File: src/rtl/suv_pkg.sv
// ----------------------------------------------------------------------------
// suv_pkg
// Types and constants shared by the strict UTF-8 stream validator.
// ----------------------------------------------------------------------------
package suv_pkg;

   localparam int OFFSET_WIDTH = 24;
   localparam int OUT_OFFSET_WIDTH = 24;
   localparam logic [OFFSET_WIDTH-1:0] OFFSET_MAX = {OFFSET_WIDTH{1'b1}};

   localparam logic [7:0] CONT_MASK  = 8'hc0;
   localparam logic [7:0] CONT_TAG   = 8'h80;
   localparam logic [7:0] ASCII_TOP  = 8'h80;
   localparam logic [7:0] LEAD2_LO   = 8'hc2;
   localparam logic [7:0] LEAD2_HI   = 8'hdf;
   localparam logic [7:0] LEAD3_LO   = 8'he0;
   localparam logic [7:0] LEAD3_HI   = 8'hef;
   localparam logic [7:0] LEAD4_LO   = 8'hf0;
   localparam logic [7:0] LEAD4_HI   = 8'hf4;

   localparam logic [20:0] CP3_MIN   = 21'h000800;
   localparam logic [20:0] SURR_LO   = 21'h00d800;
   localparam logic [20:0] SURR_HI   = 21'h00dfff;
   localparam logic [20:0] CP4_MIN   = 21'h010000;
   localparam logic [20:0] CP_MAX    = 21'h10ffff;

   localparam logic [1:0] NEED_2B = 2'd1;
   localparam logic [1:0] NEED_3B = 2'd2;
   localparam logic [1:0] NEED_4B = 2'd3;

   typedef enum logic [1:0] {
      ERR_NONE    = 2'd0,
      ERR_SETTLED = 2'd1,
      ERR_PENDING = 2'd2
   } err_kind_type;

   typedef struct packed {
      logic [1:0]              remaining_cont;
      logic [1:0]              seq_need;
      logic [20:0]             partial_code;
      logic [OFFSET_WIDTH-1:0] lead_offset;
      logic [7:0]              lead_value;
      logic [OFFSET_WIDTH-1:0] byte_count;
      err_kind_type            error_kind;
      logic [OFFSET_WIDTH-1:0] error_offset;
      logic [7:0]              error_value;
   } suv_state_type;

   typedef struct packed {
      logic                        valid_res;
      logic [OUT_OFFSET_WIDTH-1:0] bad_offset;
      logic [7:0]                  bad_byte;
   } suv_result_type;

   localparam suv_state_type STATE_RESET = '{
      remaining_cont: 2'd0,
      seq_need:       2'd0,
      partial_code:   21'd0,
      lead_offset:    '0,
      lead_value:     8'd0,
      byte_count:     '0,
      error_kind:     ERR_NONE,
      error_offset:   '0,
      error_value:    8'd0
   };

endpackage

File: src/rtl/suv_decode.sv
// ----------------------------------------------------------------------------
// suv_decode
// Per-byte next-state and verdict logic of the UTF-8 validator.
// ----------------------------------------------------------------------------
module suv_decode
   import suv_pkg::*;
(
   input  suv_state_type  cur_state,
   input  logic [7:0]     data_byte,
   input  logic           last,
   output suv_state_type  nxt_state,
   output logic           has_result,
   output suv_result_type result
);

   logic [OFFSET_WIDTH-1:0] off;
   logic                    is_cont;
   logic                    cp_bad;
   suv_state_type           st;

   always_comb begin
      off     = cur_state.byte_count;
      is_cont = (data_byte & CONT_MASK) == CONT_TAG;
      cp_bad  = 1'b0;
      st      = cur_state;

      if (cur_state.error_kind != ERR_SETTLED) begin
         if (cur_state.remaining_cont != 2'd0) begin
            if (!is_cont) begin
               if (cur_state.error_kind == ERR_NONE) begin
                  st.error_kind   = ERR_PENDING;
                  st.error_offset = off;
                  st.error_value  = data_byte;
               end
            end else begin
               st.partial_code = {cur_state.partial_code[14:0], data_byte[5:0]};
            end
            st.remaining_cont = cur_state.remaining_cont - 2'd1;
            if (st.remaining_cont == 2'd0) begin
               if (st.error_kind == ERR_PENDING) begin
                  st.error_kind = ERR_SETTLED;
               end else begin
                  if (cur_state.seq_need == NEED_3B &&
                      (st.partial_code < CP3_MIN ||
                       (st.partial_code >= SURR_LO && st.partial_code <= SURR_HI)))
                     cp_bad = 1'b1;
                  if (cur_state.seq_need == NEED_4B &&
                      (st.partial_code < CP4_MIN || st.partial_code > CP_MAX))
                     cp_bad = 1'b1;
                  if (cp_bad) begin
                     st.error_kind   = ERR_SETTLED;
                     st.error_offset = cur_state.lead_offset;
                     st.error_value  = cur_state.lead_value;
                  end
               end
               st.seq_need = 2'd0;
            end
         end else if (data_byte >= ASCII_TOP) begin
            // open a sequence, or fail at a byte that cannot lead
            if (data_byte >= LEAD2_LO && data_byte <= LEAD2_HI) begin
               st.seq_need       = NEED_2B;
               st.remaining_cont = NEED_2B;
               st.partial_code   = {16'd0, data_byte[4:0]};
               st.lead_offset    = off;
               st.lead_value     = data_byte;
            end else if (data_byte >= LEAD3_LO && data_byte <= LEAD3_HI) begin
               st.seq_need       = NEED_3B;
               st.remaining_cont = NEED_3B;
               st.partial_code   = {17'd0, data_byte[3:0]};
               st.lead_offset    = off;
               st.lead_value     = data_byte;
            end else if (data_byte >= LEAD4_LO && data_byte <= LEAD4_HI) begin
               st.seq_need       = NEED_4B;
               st.remaining_cont = NEED_4B;
               st.partial_code   = {18'd0, data_byte[2:0]};
               st.lead_offset    = off;
               st.lead_value     = data_byte;
            end else begin
               st.error_kind   = ERR_SETTLED;
               st.error_offset = off;
               st.error_value  = data_byte;
            end
         end
      end

      if (cur_state.byte_count != OFFSET_MAX)
         st.byte_count = cur_state.byte_count + 1'b1;

      // truncated sequence fails at its lead
      if (last && st.error_kind != ERR_SETTLED && st.remaining_cont != 2'd0) begin
         st.error_kind   = ERR_SETTLED;
         st.error_offset = st.lead_offset;
         st.error_value  = st.lead_value;
      end
   end

   always_comb begin
      has_result = last;
      if (st.error_kind == ERR_SETTLED) begin
         result.valid_res  = 1'b0;
         result.bad_offset = OUT_OFFSET_WIDTH'(st.error_offset);
         result.bad_byte   = st.error_value;
      end else begin
         result.valid_res  = 1'b1;
         result.bad_offset = '0;
         result.bad_byte   = 8'd0;
      end
   end

   // the final byte resets the state; otherwise keep the raw update (byte count only once settled)
   always_comb begin
      if (last) begin
         nxt_state = STATE_RESET;
      end else begin
         nxt_state = cur_state;
         nxt_state.byte_count = st.byte_count;
         if (cur_state.error_kind != ERR_SETTLED) begin
            nxt_state = st;
            nxt_state.byte_count = st.byte_count;
         end
      end
   end

endmodule

File: src/rtl/strict_utf8_stream_validator_unit.sv
// ----------------------------------------------------------------------------
// strict_utf8_stream_validator_unit
// Checks a byte stream as strict UTF-8 and reports a verdict on the last byte.
// ----------------------------------------------------------------------------
//  channel | direction | handshake           | payload
//  req     | in        | req_valid/req_stall | req_data_byte, req_last
//  rsp     | out       | rsp_valid/rsp_stall | rsp_valid_res, rsp_bad_offset,
//          |           |                     | rsp_bad_byte
//
// One byte per cycle while req_stall is low; verdicts are registered.
// The state registers and a two-entry result buffer (output register plus
// skid register) set the timing; req_stall is a registered skid-full flag.
// Synchronous active-high reset clears state and empties the result buffer.
// Requests flow on while one verdict waits for rsp_stall; a second waiting
// verdict fills the skid register and stalls every request until it drains.
// ----------------------------------------------------------------------------
module strict_utf8_stream_validator_unit
   import suv_pkg::*;
(
   input  logic                        clock,
   input  logic                        reset,
   input  logic                        req_valid,
   output logic                        req_stall,
   input  logic [7:0]                  req_data_byte,
   input  logic                        req_last,
   output logic                        rsp_valid,
   input  logic                        rsp_stall,
   output logic                        rsp_valid_res,
   output logic [OUT_OFFSET_WIDTH-1:0] rsp_bad_offset,
   output logic [7:0]                  rsp_bad_byte
);

   suv_state_type  state_ff, state_in, step_state;
   suv_result_type out_ff, out_in, skid_ff, skid_in, step_res;
   logic           out_valid_ff, out_valid_in;
   logic           skid_valid_ff, skid_valid_in;
   logic           step_has_res;
   logic           accept, push, out_free;

   suv_decode u_decode (
      .cur_state  (state_ff),
      .data_byte  (req_data_byte),
      .last       (req_last),
      .nxt_state  (step_state),
      .has_result (step_has_res),
      .result     (step_res)
   );

   assign accept   = req_valid && !req_stall;
   assign push     = accept && step_has_res;
   assign out_free = !out_valid_ff || !rsp_stall;

   always_comb begin
      state_in      = accept ? step_state : state_ff;
      out_in        = out_ff;
      skid_in       = skid_ff;
      out_valid_in  = out_valid_ff;
      skid_valid_in = skid_valid_ff;
      if (out_free) begin
         if (skid_valid_ff) begin
            // drain skid first to keep order
            out_in        = skid_ff;
            out_valid_in  = 1'b1;
            skid_in       = step_res;
            skid_valid_in = push;
         end else begin
            out_in        = step_res;
            out_valid_in  = push;
         end
      end else if (push) begin
         skid_in       = step_res;
         skid_valid_in = 1'b1;
      end
   end

   always_ff @(posedge clock) begin
      if (reset) begin
         state_ff      <= STATE_RESET;
         out_valid_ff  <= 1'b0;
         skid_valid_ff <= 1'b0;
      end else begin
         state_ff      <= state_in;
         out_valid_ff  <= out_valid_in;
         skid_valid_ff <= skid_valid_in;
      end
   end

   always_ff @(posedge clock) begin
      out_ff  <= out_in;
      skid_ff <= skid_in;
   end

   assign req_stall      = skid_valid_ff;
   assign rsp_valid      = out_valid_ff;
   assign rsp_valid_res  = out_ff.valid_res;
   assign rsp_bad_offset = out_ff.bad_offset;
   assign rsp_bad_byte   = out_ff.bad_byte;

endmodule

File: config.mk
export PLATFORM = sky130hd
export DESIGN_NAME = strict_utf8_stream_validator_unit
export DESIGN_NICKNAME = d
export VERILOG_FILES = /design/src/rtl/suv_pkg.sv /design/src/rtl/suv_decode.sv /design/src/rtl/strict_utf8_stream_validator_unit.sv
export SDC_FILE = /design/constraint.sdc
export NUM_CORES = 1
export LEC_CHECK = 0
export ABC_CLOCK_PERIOD_IN_PS = 5700
export BUFFER_PORTS_ARGS = -buffer_cell sky130_fd_sc_hd__buf_2
export CORE_MARGIN = 3
export CORE_UTILIZATION = 50
export DETAILED_ROUTE_END_ITERATION = 8
export MAX_ROUTING_LAYER = met4
export PLACE_DENSITY = 0.74
export SYNTH_ARGS = -nofsm -noshare
export SYNTH_HDL_FRONTEND = slang
export SYNTH_SLANG_ARGS = --single-unit
File: constraint.sdc
create_clock -name clock -period 5.7 [get_ports clock]
set_input_delay 0.57 -clock clock [delete_from_list [all_inputs] [get_ports clock]]
set_output_delay 0.57 -clock clock [all_outputs]
set_load 0.02 [all_outputs]
==> summary.md, run 1 <==
| Metric | Value |
|---|---|
| Area of the mapped netlist | 9653 um^2 |
| Max_cap viols | 0 |
| Hold path cells | 3 |
| Die Y | 144.9 um |
| Register area share after synthesis | 44.80% |
| Effective utilization at floorplan | 51.26% |
| Post-cts sizing count | 0 |
| CP Class | in2reg |
| Postcts setup bufs | 0 |
| Final Max Slew Viols | 0 |
| Post-route cell area | around 11000 um^2 |
| Die X-Extent | around 140 um |
| Final setup viols | 0 |
| Worst EP arrival | 3.72 ns |
| DR iter-0 viols | 931 |
| Syn. warnings | 0 |
| Post-synth EDFFs | 66 |
| Skew final | 0.005659 ns |
| Crit share post-route | 61.17% |
| DRT Pass-1 Iters | 7 |
| DRC | 0 |
| Min-Delay Path Class | in2reg |
| Crit end category | register |
| Vias in the first global route | 7753 |
| FFs w/ async S/R, synth | 0% |
| Unrepaired setup endpoints after global routing | false |
| Synth Register Bits | 183 |
| Row count | 50 |
| Register-to-Register Path Depth | 8 |
| Synth Area in Simple Gates | 20.66% |
| Worst Tran Pin Value | between 1 and 1.5 ns |
| Final HPWL DP | between 15000 and 20000 um |
| Antenna viol nets, final | 0 |
| Port Buffer Count | 47 |
| Clock Pin Slew Worst Setup and Hold Paths | 0.06 ns |
| Total GRT Usage | 24.72% |
| Clk buf depth | 2 |
| Final Hold Viols | 0 |
| RePlAce Congestion | 0.8981 |
| Io pins | 48 |
| DP Area | 9973 um^2 |
| Post-synthesis cell type count | 78 |
| CP Data Required Time | ~5.9 ns |
| VDD IR max | between 150 and 200 uV |
| H-tree depth | 4 |
| Drt total wl | 25500 um |
| Main combinational cell family by area after synthesis | compound AO/OA/AOI/OAI gates |
| Area delta synth->final | 9.825% |
| Post-synthesis mux area share | 3.059% |
| Min Tclk post-route | 3.486 ns |
| Relative max-transition margin | 16.65% |
| Die area | 21010 um^2 |
| Initial antenna violation count | 0 |
| GRT overflow | 0 |
| Startpoint types | input pin |
| Clock sink count | about 180 |
| Pin count of the biggest net entering global routing | 64 |
| Pwr/cell area | 288.6 nW/um^2 |
| Synth Flop Type | dfxtp_1 |
| XOR/XNOR Fraction of Synth Area | 1.542% |
| Synth Area per Inst | 9.038 um^2 |
| CP max FO | 19 |
| Antenna diodes | 0 |
| Drt via density | approximately 6.2 |
| Inserted Clock Buffers | 17 |
| Post-Synth Adder-Cell Area | 0.1296% |
| Vias | 8291 |
| Synth Instances | between 1000 and 1500 |
| Status | finished clean |
| Global-route wire length before repair | 41420 um |
| Count of hold-fix buffers inserted at cts | 0 |
| Core area | 18830 um^2 |
| Share of layout cells above drive strength 1 | 13.94% |
| Syn Nets | 1082 |
| Compound-Gate Fraction of Synth Area | 24.87% |
| Wire length per cell | between 15 and 20 um |
| CTS tree | yes |
| Nets | approximately 1100 |
| Pleak | ~3.6 nW |
| CTS Root Cell | clkbuf_16 |
| Clk_lat worst skew | 0.43 ns |
| Total negative slack | 0 ns |
| Maximum clock rate | roughly 0.29 GHz |
[kinds of logic after synthesis]
| family | after synthesis |
|---|---|
| fa+ha+maj | 1 |
| compound gates | 298 |
| mux | 29 |
| xor+xnor | 17 |
| flops | 183 |
| buf+inv | 109 |
| simple gates | 431 |
[final timing paths]
check	start	to	slack, ns
max reg2reg	state_ff[39]	state_ff[41]	2.28
min	req_data_byte[3]	state_ff[93]	0.47
max	req_data_byte[4]	rsp_bad_byte[7]	2.21
min reg2reg	state_ff[25]	state_ff[25]	0.47
[final cells by class]
class / count / area [um^2]
Fill cell: 1651 / 8229
Multi-Input combinational cell: 776 / 4908
Sequential cell: 183 / 4324
Clock buffer: 22 / 518.0
Timing Repair Buffer: 64 / 362.8
Tap cell: 260 / 325.3
Clock inverter: 10 / 110.1
Inverter: 14 / 52.55
[power by group]
group / switching, W / internal [W] / total (W)
combinational: 0.000251 / 0.000127 / 0.000378
clock: 0.000518 / 0.000736 / 0.00125
sequential: 0.0000233 / 0.00140 / 0.00143
[cells in the mapped netlist (4+ instances only)]
| master | n | area share (%) |
|---|---|---|
| a21oi_1 | 37 | 1.9 |
| o32ai_1 | 12 | 1.1 |
| nand3_1 | 23 | 1.2 |
| or3_1 | 7 | 0.45 |
| a22oi_1 | 50 | 3.9 |
| nand4_1 | 8 | 0.52 |
| nor2_1 | 117 | 4.5 |
| edfxtp_1 | 66 | 21 |
| o21ai_1 | 5 | 0.26 |
| a31oi_1 | 20 | 1.3 |
| o31a_1 | 14 | 1.3 |
| or2_1 | 10 | 0.65 |
| dfxtp_1 | 117 | 24 |
| nand2b_1 | 18 | 1.2 |
| o2111ai_1 | 10 | 0.91 |
| a2111oi_4 | 7 | 2.0 |
| mux2i_1 | 27 | 2.8 |
| nor3_1 | 21 | 1.1 |
| and3_1 | 5 | 0.32 |
| nor2b_1 | 6 | 0.39 |
| xnor2_1 | 16 | 1.5 |
| a211o_1 | 12 | 1.1 |
| o211ai_1 | 18 | 1.4 |
| a2111oi_2 | 4 | 0.62 |
| a32oi_1 | 6 | 0.54 |
| o2111ai_2 | 9 | 1.4 |
| buf_2 | 18 | 0.93 |
| buf_1 | 6 | 0.23 |
| inv_1 | 14 | 0.54 |
| o21ai_0 | 49 | 2.5 |
| nor4_1 | 15 | 0.97 |
| o32a_1 | 17 | 1.8 |
| clkbuf_1 | 64 | 2.5 |
| nand2_1 | 174 | 6.8 |
[registers in the layout (all words and copies together), names as in the netlist]
signal / cells
req_stall: 1
skid_ff: 33
rsp_bad_offset: 24
rsp_bad_byte: 8
state_ff: 115
rsp_valid_res: 1
rsp_valid: 1
[through the flow]
step           instances  worst slack [ns]  power [W]  hold slack (ns)  utilization, %
2_1_floorplan       1068             1.908   0.001727           0.4413               -
3_3_place_gp        1297             1.967   0.001822           0.4564           52.96
3_5_place_dp        1297             1.820   0.001829           0.4669           52.96
4_1_cts             1329             2.298   0.003062           0.4608           56.30
5_1_grt             1329             1.972   0.003152           0.5066           56.30
6_report            1329             2.214   0.003059           0.4724           56.30
[critical path: stages]
cell and delay (ns):
buf_2 0.17, or4_1 0.57, nand4b_1 0.39, and3_1 0.26, o31a_1 0.27, and3_1 0.95, nor2_1 0.18, a221oi_1 0.37
[placed cells by master, fill, tap and decap left out, types with 16 or more instances in the layout]
cell,netlist,layout
buf_4,3,17
mux2i_1,27,27
nor3_1,21,21
a21oi_1,37,36
o21ai_0,49,48
clkbuf_16,0,20
a31oi_1,20,19
o32a_1,17,17
o211ai_1,18,18
nand2b_1,18,18
nand3_1,23,23
a22oi_1,50,50
dfxtp_1,117,117
xnor2_1,16,16
nand2_1,174,172
nor2_1,117,115
edfxtp_1,66,66
buf_2,18,47
[routing by layer]
metal  part of all wire, %  vias up  global-route usage [%]
met1                    43     3941                   32.25
met4                   1.9        0                   8.171
met2                    47      379                   38.94
met5                     0        -                       -
met3                   8.2       44                   4.934
li1                      -     3927                       -
Power figures use the tool's default switching activity.
==> run 2, diff against run 1 <==
--- a/config.mk
+++ b/config.mk
@@ -5,13 +5,13 @@
 export SDC_FILE = /design/constraint.sdc
 export NUM_CORES = 1
 export LEC_CHECK = 0
-export ABC_CLOCK_PERIOD_IN_PS = 5700
+export ABC_CLOCK_PERIOD_IN_PS = 3200
 export BUFFER_PORTS_ARGS = -buffer_cell sky130_fd_sc_hd__buf_2
 export CORE_MARGIN = 3
 export CORE_UTILIZATION = 50
 export DETAILED_ROUTE_END_ITERATION = 8
 export MAX_ROUTING_LAYER = met4
-export PLACE_DENSITY = 0.74
+export PLACE_DENSITY = 0.77
 export SYNTH_ARGS = -nofsm -noshare
 export SYNTH_HDL_FRONTEND = slang
 export SYNTH_SLANG_ARGS = --single-unit
==> constraint.sdc (replaced) <==
create_clock -name clock -period 3.2 [get_ports clock]
set_input_delay 0.32 -clock clock [delete_from_list [all_inputs] [get_ports clock]]
set_output_delay 0.32 -clock clock [all_outputs]
set_load 0.02 [all_outputs]
==> run 2 against run 1 <==
Routed wire length is 0.95% higher; highest routed layer unchanged; critical path type is now reg2reg; via count grew 1.9%; critical endpoint is now rsp_bad_offset[9]; worst hold slack worse by 0.23 ns; register-to-register slack worse by 2.0 ns; sequential power up 78%.
==> summary.md, run 2 (synthesis gave the netlist of run 1 again) <==
| Metric | Value |
|---|---|
| Drt via density | 6.293 (was 6.239) |
| Final Core Density | 57.22% (was 56.30%) |
| Gate power share | 13.6% (was 12.4%) |
| Final setup viols | 0 (unchanged) |
| Worst EP arrival | 3.19 ns (was 3.72 ns) |
| RePlAce Congestion | 0.9431 (was 0.8981) |
| Slowest stage delay, CP | 0.57 ns (was 0.95 ns) |
| Non-filler cells, final | 1343 (was 1329) |
| CP max FO | 11 (was 19) |
| Min Tclk post-route | 2.877 ns |
| Io pins | 48 (unchanged) |
| Antenna viol nets, final | 0 (unchanged) |
| Post-cts sizing count | 0 (unchanged) |
| Initial antenna violation count | 0 (unchanged) |
| Internal | 0.003846 W (was 0.002267 W) |
| Effective utilization at floorplan | 51.26% (unchanged) |
| Startpoint types | register (was input pin) |
| Area occupied by multi-input gates | 4903 um^2 (was 4908 um^2) |
| Final Max Slew Viols | 0 (unchanged) |
| Max reg flops | 115 (unchanged) |
| Wire length per cell | 19.16 um (was 19.18 um) |
| Biggest register | state_ff (unchanged) |
| Unrepaired setup endpoints after global routing | false (unchanged) |
| Antenna diodes | 0 (unchanged) |
| Total negative slack | 0 ns (unchanged) |
| GRT overflow | 0 (unchanged) |
| Skew final | 0.01568 ns (was 0.005659 ns) |
| Min-Delay Path Class | in2reg (unchanged) |
| Final HPWL DP | 15580 um (was 15440 um) |
| Share of layout cells above drive strength 1 | 14.96% (was 13.94%) |
| Number of instances in the placed design | 1311 (was 1297) |
| Area delta synth->final | 11.63% (was 9.825%) |
| CP Data Required Time | 3.51 ns (was 5.94 ns) |
| Pwr/cell area | 489.1 nW/um^2 (was 288.6 nW/um^2) |
| Pleak | 3.680 nW (was 3.601 nW) |
| Worst Tran Pin Value | 1.009 ns (was 1.237 ns) |
| Crit share post-route | 89.92% |
| DRC | 0 (unchanged) |
| CTS tree | yes (unchanged) |
| Sw frac | 27.02% (was 25.91%) |
| Die Y | 144.9 um (unchanged) |
| Reg power frac | 48.1% (was 46.7%) |
| Vias | 8452 (was 8291) |
| Relative max-transition margin | 32.71% (was 16.65%) |
| DR iter-0 viols | 922 (was 931) |
| Maximum clock rate | 0.3475 GHz |
| Total GRT Usage | 25.06% (was 24.72%) |
| Pin count of the biggest net entering global routing | 51 (was 64) |
| Most common cell after layout, fill and taps aside | nand2_1 (unchanged) |
| CP Class | reg2reg (was in2reg) |
| Worst Path Buf+Inv | 1 (unchanged) |
| FILL cells | 1614 (was 1651) |
| Die area | 21010 um^2 (unchanged) |
| Clock Pin Slew Worst Setup and Hold Paths | 0.07 ns (was 0.06 ns) |
| Clk buf depth | 2 (unchanged) |
| Core area | 18830 um^2 (unchanged) |
| Register area | 4324 um^2 (unchanged) |
| Port Buffer Count | 47 (unchanged) |
| Count of hold-fix buffers inserted at cts | 0 (unchanged) |
| Clock share of power | 38.2% (was 41.0%) |
| Clock sink count | 183 (unchanged) |
| CTS Root Cell | clkbuf_16 (unchanged) |
| VDD IR max | 344.0 uV (was 178.9 uV) |
| Status | finished clean (unchanged) |
| Row count | 50 (unchanged) |
| Nets | 1084 (was 1070) |
| Vias in the first global route | 8114 (was 7753) |
| Postcts setup bufs | 0 (unchanged) |
| Inserted Clock Buffers | 17 (unchanged) |
| H-tree depth | 4 (unchanged) |
| Critical path's most frequent cell | a2111oi_2 (was and3_1) |
| Drt total wl | 25740 um (was 25500 um) |
| Clk_lat worst skew | 0.44 ns (was 0.43 ns) |
| Crit end category | register (unchanged) |
| Die X-Extent | 144.9 um (unchanged) |
| Final Hold Viols | 0 (unchanged) |
| Max_cap viols | 0 (unchanged) |
| Highest-count cells in the layout ignoring fill and taps | nand2_1, dfxtp_1, nor2_1 (unchanged) |
| P_sw | 0.001424 W (was 0.0007925 W) |
| Critical path's top delay family | compound AO/OA/AOI/OAI gates (was simple AND/OR/NAND/NOR gates) |
| Global-route wire length before repair | 42180 um (was 41420 um) |
| DRT Pass-1 Iters | 5 (was 7) |
| Critical-path cell list | or4_4 -> a2111oi_2 -> nor3b_1 -> o211ai_4 -> nand3_4 -> buf_4 -> a2111oi_2 -> o31a_1 (was buf_2 -> or4_1 -> nand4b_1 -> and3_1 -> o31a_1 -> and3_1 -> nor2_1 -> a221oi_1) |
| Crit-path slowest cell | or4_4 (was and3_1) |
[run 2: power groups by stage]
stage / Combinational, W / Clock, W / Sequential, W
after floorplan: 0.000430 / 0 / 0.00265
after global placement: 0.000697 / 0 / 0.00259
after detailed placement: 0.000705 / 0 / 0.00259
after CTS: 0.000711 / 0.00204 / 0.00254
after global routing: 0.000772 / 0.00212 / 0.00254
final: 0.000718 / 0.00201 / 0.00254
[run 2: final timing paths]
kind	to	depth (start not counted)	slack [ns]	from
max	rsp_bad_offset[9]	8	0.32	state_ff[100]
min	state_ff[93]	3	0.25	req_data_byte[3]
max reg2reg	rsp_bad_offset[9]	8	0.32	state_ff[100]
min reg2reg	state_ff[25]	2	0.47	state_ff[25]
[run 2: metal layers]
metal,part of all wire (%),wire length (um),up-vias,GRT usage [%]
li1,-,-,3955,-
met1,43,11100,4061,32.05
met2,47,12160,380,40.02
met3,7.4,1903,56,4.216
met4,2.2,575,0,9.881
met5,0,0,-,-
[run 2: metrics by stage]
stage          hold WS (ns)  cell area, um^2  power, W  setup slack [ns]
2_1_floorplan        0.4413             9653  0.003077            0.4280
3_3_place_gp         0.4559            10210  0.003283            0.3786
3_5_place_dp         0.4604            10210  0.003293            0.3256
4_1_cts              0.2385            10780  0.005283            0.3239
5_1_grt              0.2590            10780  0.005439            0.1412
6_report             0.2454            10780  0.005270            0.3225
[run 2: worst min-delay path, delay by kind of cell]
kind / cells / cell delay (ns)
compound gates: 1 / 0.11
simple gates: 1 / 0.09
buf+inv: 1 / 0.13
[run 2: layout make-up]
| cell class | count | area share, % |
|---|---|---|
| clock buffer | 20 | 4.436 |
| clock inverter | 12 | 0.8012 |
| inverter | 14 | 0.4877 |
| multi-input combinational | 776 | 45.51 |
| sequential | 183 | 40.13 |
| tap | 260 | 3.019 |
| timing repair buffer | 78 | 5.620 |
==> run 3, diff against run 2 <==
--- a/config.mk
+++ b/config.mk
@@ -5,13 +5,12 @@
 export SDC_FILE = /design/constraint.sdc
 export NUM_CORES = 1
 export LEC_CHECK = 0
-export ABC_CLOCK_PERIOD_IN_PS = 3200
 export BUFFER_PORTS_ARGS = -buffer_cell sky130_fd_sc_hd__buf_2
 export CORE_MARGIN = 3
 export CORE_UTILIZATION = 50
 export DETAILED_ROUTE_END_ITERATION = 8
 export MAX_ROUTING_LAYER = met4
-export PLACE_DENSITY = 0.77
+export PLACE_DENSITY = 0.71
 export SYNTH_ARGS = -nofsm -noshare
 export SYNTH_HDL_FRONTEND = slang
 export SYNTH_SLANG_ARGS = --single-unit
==> run 3 against run 2 <==
Routed wire length decreased by 1.6%; largest power group unchanged; first-iteration DRC count decreased by 8.5%; via count decreased by 1.6%; utilization increased by 0.29 points; global-route usage decreased by 0.38 points; non-clock buffer count increased by 10.
==> summary.md, run 3 (synthesis gave the netlist of run 1 again) <==
| Metric | Value |
|---|---|
| Area delta synth->final | 12.18% (was 11.63%) |
| DP Area | 10260 um^2 (was 10210 um^2) |
| Register area | 4324 um^2 (unchanged) |
| VDD IR max | 377.3 uV (was 344.0 uV) |
| Skew final | 0.01259 ns (was 0.01568 ns) |
| Global-route wire length before repair | 41810 um (was 42180 um) |
| Sw frac | 25.68% (was 27.02%) |
| Non-filler cells, final | 1353 (was 1343) |
| Post-cts sizing count | 0 (unchanged) |
| Share of layout cells above drive strength 1 | 15.28% (was 14.96%) |
| Grt met3 use | 4.341% (was 4.216%) |
| Crit end category | register (unchanged) |
| Most common cell after layout, fill and taps aside | nand2_1 (unchanged) |
| Crit share post-route | 93.29% (was 89.92%) |
| Met2 GRT Util | 38.69% (was 40.02%) |
| Postcts setup bufs | 0 (unchanged) |
| Clk_lat worst skew | 0.43 ns (was 0.44 ns) |
| CP Class | reg2reg (unchanged) |
| DRC | 0 (unchanged) |
| Register-to-Register Path Depth | 7 (was 8) |
| Drt total wl | 25320 um (was 25740 um) |
| Wire length per cell | 18.71 um (was 19.16 um) |
| Effective utilization at floorplan | 51.26% (unchanged) |
| Final Hold Viols | 0 (unchanged) |
| FILL cells | 1652 (was 1614) |
| Vias | 8315 (was 8452) |
| CP max FO | 39 (was 11) |
| Die Y | 144.9 um (unchanged) |
| Count of hold-fix buffers inserted at cts | 0 (unchanged) |
| Crit path capture | rsp_bad_offset[16] (was rsp_bad_offset[9]) |
| DRT Pass-1 Iters | 5 (unchanged) |
| Worst r2r src | state_ff[114] (was state_ff[100]) |
| CP Data Required Time | 3.35 ns (was 3.51 ns) |
| Final Max Slew Viols | 0 (unchanged) |
| Biggest register | state_ff (unchanged) |
| Total negative slack | 0 ns (unchanged) |
| Drt via density | 6.146 (was 6.293) |
| Gate power share | 13.5% (was 13.6%) |
| Core area | 18830 um^2 (unchanged) |
| Slowest stage delay, CP | 0.81 ns (was 0.57 ns) |
| Unrepaired setup endpoints after global routing | false (unchanged) |
| Clock Pin Slew Worst Setup and Hold Paths | 0.07 ns (about the same) |
| Final HPWL DP | 16570 um (was 15580 um) |
| Worst Path Buf+Inv | 2 (was 1) |
| Internal | 0.003953 W (was 0.003846 W) |
| CTS Root Cell | clkbuf_16 (unchanged) |
| Antenna diodes | 0 (unchanged) |
| GRT overflow | 0 (unchanged) |
| Clk buf depth | 2 (unchanged) |
| Inserted Clock Buffers | 17 (unchanged) |
| Maximum clock rate | 0.3350 GHz (was 0.3475 GHz) |
| Vias in the first global route | 7941 (was 8114) |
| Startpoint types | register (unchanged) |
| Met1 GRT Util | 32.99% (was 32.05%) |
| Pin count of the biggest net entering global routing | 58 (was 51) |
| GR peak layer | met2 (unchanged) |
| Port Buffer Count | 47 (unchanged) |
| Die area | 21010 um^2 (unchanged) |
| Die X-Extent | 144.9 um (unchanged) |
| Reg power frac | 47.8% (was 48.1%) |
| Critical path's top delay family | simple AND/OR/NAND/NOR gates (was compound AO/OA/AOI/OAI gates) |
| Nets | 1094 (was 1084) |
| Io pins | 48 (unchanged) |
| RePlAce Congestion | 0.8975 (was 0.9431) |
| Worst Tran Pin Value | 1.037 ns (was 1.009 ns) |
| DR iter-0 viols | 844 (was 922) |
| CTS tree | yes (unchanged) |
| Crit-path slowest cell | nor2_4 (was or4_4) |
| R2R setup slack | 0.21 ns (was 0.32 ns) |
| Clock share of power | 38.6% (was 38.2%) |
| Relative max-transition margin | 30.86% (was 32.71%) |
| Worst EP arrival | 3.14 ns (was 3.19 ns) |
| Status | finished clean (unchanged) |
| Max reg flops | 115 (unchanged) |
| Crit path launch | state_ff[114] (was state_ff[100]) |
| Final setup viols | 0 (unchanged) |
| Pwr/cell area | 491.1 nW/um^2 (was 489.1 nW/um^2) |
| Area occupied by multi-input gates | 4901 um^2 (was 4903 um^2) |
| Crit path depth | 7 (was 8) |
| Critical-path cell list | nor2_1 -> nor2_4 -> nand2_2 -> buf_12 -> buf_4 -> o2111ai_2 -> a31oi_1 (was or4_4 -> a2111oi_2 -> nor3b_1 -> o211ai_4 -> nand3_4 -> buf_4 -> a2111oi_2 -> o31a_1) |
| Number of instances in the placed design | 1321 (was 1311) |
| Row count | 50 (unchanged) |
| Antenna viol nets, final | 0 (unchanged) |
| Total GRT Usage | 24.68% (was 25.06%) |
| Min Tclk post-route | 2.985 ns (was 2.877 ns) |
| P_sw | 0.001366 W (was 0.001424 W) |
| Min-Delay Path Class | in2reg (unchanged) |
| H-tree depth | 4 (unchanged) |
| Pleak | 3.719 nW (was 3.680 nW) |
| Clock sink count | 183 (unchanged) |
| Highest-count cells in the layout ignoring fill and taps | nand2_1, dfxtp_1, nor2_1 (unchanged) |
| Crit Reg-Reg Endpoint | rsp_bad_offset[16] (was rsp_bad_offset[9]) |
| Initial antenna violation count | 0 (unchanged) |
| Max_cap viols | 0 (unchanged) |
| Post-route cell area | 10830 um^2 (was 10780 um^2) |
==> run 3: cell count changes in the layout (fill, tap and decap cells not counted), moves of 2 or more <==
cell,previous run,this run
clkbuf_1,0,5
buf_12,11,9
bufinv_16,0,2
inv_8,2,0
buf_4,20,32
inv_4,3,0
==> run 3: worst min-delay path by stage <==
stage | cells past startpoint | startpoint | end | slack, ns
floorplan | 2 | state_ff[5] | state_ff[5] | 0.44
global placement | 2 | state_ff[21] | state_ff[21] | 0.45
detailed placement | 2 | state_ff[25] | state_ff[25] | 0.46
CTS | 2 | reset | state_ff[64] | 0.19
global route | 2 | reset | state_ff[70] | 0.20
finish | 2 | reset | state_ff[70] | 0.21
==> run 3: cell type report <==
type / count / share of cell area (%)
Tap cell: 260 / 3.004
Clock buffer: 24 / 4.356
Sequential cell: 183 / 39.93
Inverter: 14 / 0.4853
Timing Repair Buffer: 88 / 6.054
Multi-Input combinational cell: 776 / 45.26
Clock inverter: 8 / 0.9128
==> run 3: power by group through the flow <==
stage               clock network [W]  logic, W  registers [W]
finish                        0.00206  0.000720        0.00254
CTS                           0.00208  0.000713        0.00254
detailed placement                  0  0.000711        0.00259
floorplan                           0  0.000430        0.00265
global placement                    0  0.000702        0.00259
global route                  0.00220  0.000774        0.00255
==> run 3: per-stage QoR <==
step	utilization, %	hold WS [ns]	setup slack [ns]	power [W]
after floorplan	-	0.4413	0.4280	0.003077
after global placement	54.48	0.4521	0.2711	0.003293
after detailed placement	54.48	0.4628	0.1880	0.003304
after CTS	57.51	0.1898	0.2707	0.005338
after global routing	57.51	0.1963	0.03954	0.005522
final	57.51	0.2117	0.2148	0.005319
==> run 3: layer usage <==
layer | up-vias | routed length (um)
met2 | 294 | 11840
met1 | 4006 | 11470
met4 | 0 | 391
met3 | 34 | 1620
met5 | - | 0
li1 | 3981 | -
